[src/vtcb_bitset_store.sv]
// Per-entry attribute bitsets of the indexer.
// A write either stores the given bits or merges them into the word last read.
// Uses no package items.
`default_nettype none

module vtcb_bitset_store #(
  parameter int DEPTH  = 64,
  parameter int ADDR_W = 6,
  parameter int WIDTH  = 64
) (
  input  wire logic              clk,
  input  wire logic              wr_en,
  input  wire logic              wr_merge,
  input  wire logic [ADDR_W-1:0] wr_addr,
  input  wire logic [WIDTH-1:0]  wr_bits,
  input  wire logic              rd_en,
  input  wire logic [ADDR_W-1:0] rd_addr,
  output logic      [WIDTH-1:0]  rd_data
);

  logic [WIDTH-1:0] mem [DEPTH];
  logic [WIDTH-1:0] wr_word;

  assign wr_word = wr_merge ? (rd_data | wr_bits) : wr_bits;

  always_ff @(posedge clk) begin
    if (wr_en) begin
      mem[wr_addr] <= wr_word;
    end
    if (rd_en) begin
      rd_data <= mem[rd_addr];
    end
  end

endmodule

`default_nettype wire

[config.mk]
export PLATFORM = sky130hd
export DESIGN_NAME = vtcb_bitset_store
export DESIGN_NICKNAME = d
export VERILOG_FILES = /design/src/vtcb_bitset_store.sv
export SDC_FILE = /design/constraint.sdc
export NUM_CORES = 2
export LEC_CHECK = 0
export BUFFER_PORTS_ARGS = -buffer_cell sky130_fd_sc_hd__buf_2
export CAP_MARGIN = 20
export CORE_UTILIZATION = 57
export DETAILED_ROUTE_END_ITERATION = 16
export GPL_ROUTABILITY_DRIVEN = 0
export HOLD_SLACK_MARGIN = 0.15
export PLACE_DENSITY = 0.73
export REMOVE_ABC_BUFFERS = 1
export SYNTH_ARGS = -nofsm -noshare
export SYNTH_HDL_FRONTEND = slang
export SYNTH_SLANG_ARGS = --single-unit
[constraint.sdc]
create_clock -name clk -period 6.05 [get_ports clk]
set_input_delay 0.605 -clock clk [delete_from_list [all_inputs] [get_ports clk]]
set_output_delay 0.605 -clock clk [all_outputs]
set_load 0.02 [all_outputs]
==> reports/results.ini <==
[setup_path]
r2r_slack_ns = 3.91
worstReg2RegEnd = rd_data[62]
worst_setup_path_end_kind = flip-flop
r2r_cells = 4
cp_max_fo = 25
required_ns = 6.56
criticalPathCategory = input pin to flip-flop
crit_arrival_ns = 3.46
rr_startpoint = mem[5][62]
startpoint_type = input pin

[timing]
setup_tns_ns = 0
slew_violations = 0
relSlewSlack_pct = 20.44
period_needed_ns = 2.946
worst_slack_ns = 3.104
finalHoldViolations = 0
rsz0062_at_grt = no
min_period_over_period_pct = 48.70
clock_skew_ns = 0.06330
finalSetupViolations = 0
maxClockFrequency_mhz = 339.4
worst_pin_slew_ns = 1.191

[placed_design]
dp_hpwl_mm = 212.2
io_buffers = 143
dpl_cell_area_sq_mm = 0.1638
placedCellCount = 10200
preCtsSetupSlack_ns = 2.289

[outcome]
outcome = completed

[logic_synthesis]
synth_top_cell_area_share_pct = 79.53
ys_seq_area_share_pct = 79.53
syn_area_sq_mm = 0.1571
synthFlopType = edfxtp_1
syn_area_per_cell_sq_um = 23.88
synth_top_area_cell = edfxtp_1
synth_seq_cells = 4160
ys_async_sr_fraction_pct = 0
synthTopCellsByArea = edfxtp_1, mux4_2, a22oi_1, mux2i_1, o22ai_1
netlist-cell-type-count = 30
synth.top_cells.by_count = edfxtp_1, mux4_2, a22oi_1
synthCells = 6578
synth_edf_count = 4160
yosys_warnings = 0
yosysMostFrequentCell = edfxtp_1

[pwr]
p_leak_nw = 55.01
intPower_w = 0.04779
powerDensity_mw_per_mm2 = 341.6
switching_share_pct = 20.95
combPwrFrac_pct = 4.9
ir_drop_mv = 0.2691
p_seq_share_pct = 53.3
p_sw_w = 0.01266
p_clk_share_pct = 41.8

[floorplanning]
coreArea_sq_mm = 0.2739
io_pins = 144
die_y_um = 526.9
rows = 192
start_util_pct = 57.35
die_x_um = 526.9
die_area_sq_mm = 0.2777

[clock_network]
post_cts_resized = 0
cts_tree = yes
numCtsBuffers = 403
cts_hold_buf = 0
cts_root_buf = clkbuf_16
path_clk_slew_ns = 0.06
cts_setup_buffers = 0
insertion_delay_ns = 0.94
clock_path_buffers = 4
cts_sinks = 4160
cts.htree.levels = 5

[cells_and_area]
nNetsFinal = 7096
n_fill_cell = 17020
multi_input_area_sq_mm = 0.03081
design_area_sq_mm = 0.1770
area_growth_pct = 12.68
seq_area_sq_mm = 0.1249
final_cells = 10940
drive_above_1_share_pct = 28.43

[routing]
drc = 0
first_pass_iters = 7
first_iter_violations = 11190
dr_total_vias = 76810
vias_per_cell = 7.021
drtAntennaViolNets = 0
drt-total-wl_mm = 420.4
wl_per_cell_um = 38.43

[grt]
grt_max_degree = 100
grt_pass1_vias = 77510
grt.total_usage_pct = 30.41
grt_overflow = 0
antenna_found_initial = 7
grt_first_pass_wirelength_mm = 588.8

[run]
drv_cap = 0

[min_path]
whs_path_depth = 1
hold_start = rd_en
whs_endpoint = rd_data[35]
hold_class = input pin to flip-flop

-- final cells by class --
cell class / count / share of cell area [%]
antenna: 7 / 0.009897
timing repair buffer: 412 / 2.011
clock buffer: 478 / 5.941
sequential: 4160 / 70.58
multi-input combinational: 2039 / 17.41
tap: 3589 / 2.537
clock inverter: 255 / 1.510
-- placed cells by master, fill, tap and decap left out, drive strengths merged, types with 7 or more instances in the layout --
| master | count |
|---|---|
| edfxtp | 4160 |
| mux4 | 1024 |
| clkbuf | 478 |
| buf | 412 |
| a22oi | 256 |
| clkinv | 175 |
| o22ai | 127 |
| nand3 | 120 |
| mux2i | 115 |
| nor2 | 105 |
| o211a | 64 |
| a21o | 64 |
| a211oi | 63 |
| bufinv | 53 |
| o221ai | 39 |
| nand3b | 18 |
| clkinvlp | 16 |
| inv | 11 |
| nand2b | 9 |
| nor2b | 9 |
| nand2 | 8 |
| diode | 7 |
-- stage by stage --
step	hold WS, ns	utilization (%)	power, W
global placement	0.8900	59.80	0.03567
CTS	0.3086	64.62	0.06058
floorplan	0.7175	-	0.03431
detailed placement	0.8836	59.80	0.03575
global route	0.3241	64.62	0.06176
finish	0.3367	64.62	0.06045
-- state kept, by name, indices dropped and copies added, names as in the netlist --
name and count:
mem 4096, rd_data 64
-- layer usage --
layer	part of all wire [%]	track usage, %
met1	35	41.15
met4	5.2	13.74
met2	49	48.89
met3	11	5.550
met5	0	0
-- worst max path at each step --
stage	end	depth (start not counted)	startpoint	slack (ns)
3_3_place_gp	mem[47][51]	4	wr_addr[1]	2.33
4_1_cts	mem[47][49]	4	wr_addr[1]	3.21
2_1_floorplan	mem[48][0]	3	wr_addr[4]	0.15
3_5_place_dp	mem[47][51]	4	wr_addr[1]	2.29
5_1_grt	mem[47][27]	4	wr_addr[1]	3.15
6_report	mem[47][49]	4	wr_addr[1]	3.10
-- cell families after synthesis --
| kind of cell | Yosys count | synth area share (%) |
|---|---|---|
| compound gates | 614 | 2.967 |
| buf+inv | 379 | 1.201 |
| flops | 4160 | 79.53 |
| mux | 1139 | 15.42 |
| simple gates | 286 | 0.8842 |
-- power by group through the flow --
| stage | clock network [W] | registers, W | logic (W) |
|---|---|---|---|
| final | 0.0253 | 0.0322 | 0.00295 |
| after global routing | 0.0265 | 0.0322 | 0.00308 |
| after CTS | 0.0254 | 0.0322 | 0.00293 |
| after detailed placement | 0 | 0.0328 | 0.00291 |
| after global placement | 0 | 0.0328 | 0.00284 |
| after floorplan | 0 | 0.0329 | 0.00145 |
-- critical path, cell delays in order --
cell	delay [ns]
buf_2	0.24
nand4_1	0.72
nor2_4	1.14
buf_4	0.65
(Power assumes the default switching activity.)
