--- src/vtcb_value_store.sv ---
// Stored distinct values of the indexer, with the shared equality comparator.
// One write port, one registered read port; the comparator checks the read word against the key.
// Uses no package items.
`default_nettype none

module vtcb_value_store #(
  parameter int DEPTH  = 64,
  parameter int ADDR_W = 6
) (
  input  wire logic              clk,
  input  wire logic              wr_en,
  input  wire logic [ADDR_W-1:0] wr_addr,
  input  wire logic [31:0]       wr_data,
  input  wire logic              rd_en,
  input  wire logic [ADDR_W-1:0] rd_addr,
  input  wire logic [31:0]       key,
  output logic                   match
);

  logic [31:0] mem [DEPTH];
  logic [31:0] rd_data;

  always_ff @(posedge clk) begin
    if (wr_en) begin
      mem[wr_addr] <= wr_data;
    end
    if (rd_en) begin
      rd_data <= mem[rd_addr];
    end
  end

  assign match = (rd_data == key);

endmodule

`default_nettype wire

--- config.mk ---
export PLATFORM = sky130hd
export DESIGN_NAME = vtcb_value_store
export DESIGN_NICKNAME = d
export VERILOG_FILES = /design/src/vtcb_value_store.sv
export SDC_FILE = /design/constraint.sdc
export NUM_CORES = 2
export LEC_CHECK = 0
export BUFFER_PORTS_ARGS = -buffer_cell sky130_fd_sc_hd__buf_2
export CAP_MARGIN = 40
export CORE_MARGIN = 2
export CORE_UTILIZATION = 40
export DETAILED_ROUTE_END_ITERATION = 6
export PLACE_DENSITY = 0.57
export SYNTH_ARGS = -nofsm -noshare
export SYNTH_HDL_FRONTEND = slang
export SYNTH_SLANG_ARGS = --single-unit
--- constraint.sdc ---
create_clock -name clk -period 3.55 [get_ports clk]
set_input_delay 0.5325 -clock clk [delete_from_list [all_inputs] [get_ports clk]]
set_output_delay 0.5325 -clock clk [all_outputs]
set_load 0.01 [all_outputs]
==> impl_metrics.env <==
export IMPL_hold_path_cell_count=1
export IMPL_drv_slew=0
export IMPL_rr_worst_depth=4
export IMPL_hold_viol=0
export IMPL_r2r_start="mem[15][30]"
export IMPL_cts_sinks=2080
export IMPL_crit_required_ns=3.02
export IMPL_place_gp_congestion=0.8063
export IMPL_fmax_mhz=327.7
export IMPL_slowest_delay_ns=0.59
export IMPL_start_kind="register"
export IMPL_crit_family="simple AND/OR/NAND/NOR gates"
export IMPL_cts_tree="done"
export IMPL_final_setup_tns_ns=0
export IMPL_syn_nets=3446
export IMPL_cts_buffers=207
export IMPL_grt_pass1_vias=38390
export IMPL_vias=37810
export IMPL_antenna_found_initial=12
export IMPL_drive_above_1_share_pct=32.16
export IMPL_cp_slowest_cell="edfxtp_1"
export IMPL_dr_pass1_iters=6
export IMPL_first_iter_violations=4876
export IMPL_fin_ws_ns=0.4986
export IMPL_htreeDepth=4
export IMPL_finalCritPeriodShare_pct=85.95
export IMPL_grt_overflow_total=0
export IMPL_criticalPathCategory="register to output pin"
export IMPL_synth_seq_area_share_pct=78.88
export IMPL_hp_class="input port to register"
export IMPL_synthCells=3367
export IMPL_path_buf_inv=1
export IMPL_grt_pass1_wl_mm=304.0
export IMPL_row_count=163
export IMPL_initial_utilization_pct=40.19
export IMPL_worstHoldStart="wr_data[2]"
export IMPL_fin_cells=6594
export IMPL_cts_setup_buffers=0
export IMPL_die_width_um=448.9
export IMPL_dp_cells=6204
export IMPL_whs_endpoint="mem[35][2]"
export IMPL_hold_buffers=3
export IMPL_tightest_slew_ns=0.9481
export IMPL_worst_skew_pair_late_latency_ns=0.86
export IMPL_synth_distinct_cells=35
export IMPL_dieArea_mm2=0.2015
export IMPL_slew_headroom_pct=36.79
export IMPL_clk_pin_slew_ns=0.06
export IMPL_numPortBuffers=79
export IMPL_vdd_drop_max_mv=0.5328
export IMPL_ant_nets=0
export IMPL_maxCapViolations=0
export IMPL_power_density_mw_per_mm2=552.0
export IMPL_final_nets=3856
export IMPL_core_area_mm2=0.1970
export IMPL_grt_max_degree=65
export IMPL_endpoint_kind="output pin"
export IMPL_yosysWarnings=0
export IMPL_cts_buffer_depth=3
export IMPL_path_cells="xor2_1, nor4_1, nand4_1, nor2_1, buf_2"
export IMPL_pre_cts_ws_ns=-0.08033
export IMPL_wl_per_cell_um=33.02
export IMPL_setup_viol=0
export IMPL_routed_wl_mm=217.7
export IMPL_fp_dieH_um=448.9
export IMPL_cts_root_buf="clkbuf_16"
export IMPL_viasPerCell=5.734
export IMPL_arrival_ns=2.52
export IMPL_rrSetupSlack_ns=1.07
export IMPL_critPathMaxFanout=1
export IMPL_crit_start="rd_data[9]"
export IMPL_period_minus_slack_ns=3.051
export IMPL_p_leak_nw=28.87
export IMPL_ys_ff_latch=2080
export IMPL_grt_total_usage_pct=21.54
export IMPL_cts_resized=0
export IMPL_synthesis_area_mm2=0.07918
export IMPL_postLayoutCoreUtil_pct=46.87
export IMPL_grt_setup_unrepaired="false"
export IMPL_synth_avg_cell_area_um2=23.52
export IMPL_clock_skew_ns=0.04022
export IMPL_rr_endpoint="rd_data[30]"
export IMPL_drc=0
export IMPL_hpwl_mm=128.6
export IMPL_ios=80
export IMPL_area_delta_synth_final_pct=16.61
export IMPL_status="finished, final reports clean"
## report_power, final
part / internal (W) / total (W) / switching, W
Sequential: 0.0272 / 0.0274 / 0.000136
Clock: 0.0116 / 0.0208 / 0.00924
Combinational: 0.00110 / 0.00278 / 0.00168
Total: 0.0399 / 0.0510 / 0.0111
## cell usage in the layout (no fill, tap or decap), types with 5 or more instances in the layout
cell type	count
clkbuf_16	209
buf_12	85
a21oi_1	62
bufinv_16	11
clkinv_2	40
clkinv_1	60
nor4_1	8
o22ai_1	84
nand3_1	5
nand2_1	26
o221ai_1	27
nand2b_1	7
nor2_1	76
xor2_1	32
nor2_4	62
nor2b_1	15
edfxtp_1	2080
buf_2	74
clkbuf_1	44
nor3_1	5
diode_2	5
buf_4	212
mux2i_1	93
a311oi_1	8
a22oi_1	12
mux4_2	544
nand3b_1	5
inv_6	5
## flip-flops by register name, summed over array words and instances, names as in the netlist
name	flops
mem	2048
rd_data	32
## worst max-delay path by stage
stage	end	slack, ns	cells after the start
2_1_floorplan	mem[39][0]	0.37	4
3_3_place_gp	rd_data[12]	-0.14	7
3_5_place_dp	rd_data[10]	-0.08	7
4_1_cts	match	0.45	5
5_1_grt	match	0.37	5
6_report	match	0.50	5
## cell usage after synthesis (all sizes together)
cell / instances / share of area [%]
buf: 106 / 0.76
nand4: 4 / 0.032
a31oi: 1 / 0.0079
o22ai: 84 / 0.66
or2: 3 / 0.024
nor3: 7 / 0.044
a21oi: 62 / 0.39
mux2i: 93 / 1.2
nor2: 138 / 0.65
clkbuf: 76 / 0.36
or3b: 5 / 0.055
nor4: 8 / 0.063
o221ai: 27 / 0.30
a311oi: 8 / 0.088
a22oi: 12 / 0.11
nor2b: 15 / 0.12
o32ai: 4 / 0.044
nand4b: 1 / 0.011
nand3b: 5 / 0.047
and2: 2 / 0.016
mux4: 544 / 15
nand2b: 8 / 0.063
edfxtp: 2080 / 79
a41o: 4 / 0.051
nand2: 26 / 0.12
nand3: 5 / 0.032
xor2: 32 / 0.35
and3: 4 / 0.032
or3: 3 / 0.024
## routing by layer
| metal | vias to the layer above | track usage, % | share of wire (%) |
|---|---|---|---|
| met5 | - | 0 | 0 |
| met4 | 0 | 6.981 | 3.2 |
| met3 | 279 | 3.664 | 7.2 |
| met2 | 1514 | 34.82 | 49 |
| met1 | 20710 | 29.91 | 41 |
| li1 | 15310 | - | - |
## kinds of logic after synthesis
family	count (synthesis)	synth area share, %
compound gates	202	1.659
xor+xnor	32	0.3539
buf+inv	182	1.122
flops	2080	78.88
mux	637	16.65
simple gates	234	1.338
## final cells by class
type                            instances  area [um^2]
Timing Repair Buffer                  383         3875
Clock buffer                          253         5395
Sequential cell                      2080        62460
Fill cell                           16170       104700
Multi-Input combinational cell       1105        16330
Clock inverter                        128        967.2
Antenna cell                            5        12.51
Tap cell                             2640         3303
## through the flow
step	hold slack (ns)	total power, W	area, um^2
3_5_place_dp	0.8339	0.03071	85930
3_3_place_gp	0.8269	0.03063	85550
4_1_cts	0.004689	0.05137	92320
6_report	0.05376	0.05098	92340
2_1_floorplan	0.6314	0.02916	79190
5_1_grt	0.02522	0.05244	92330
Note: power is estimated with default switching activity, not from simulation.
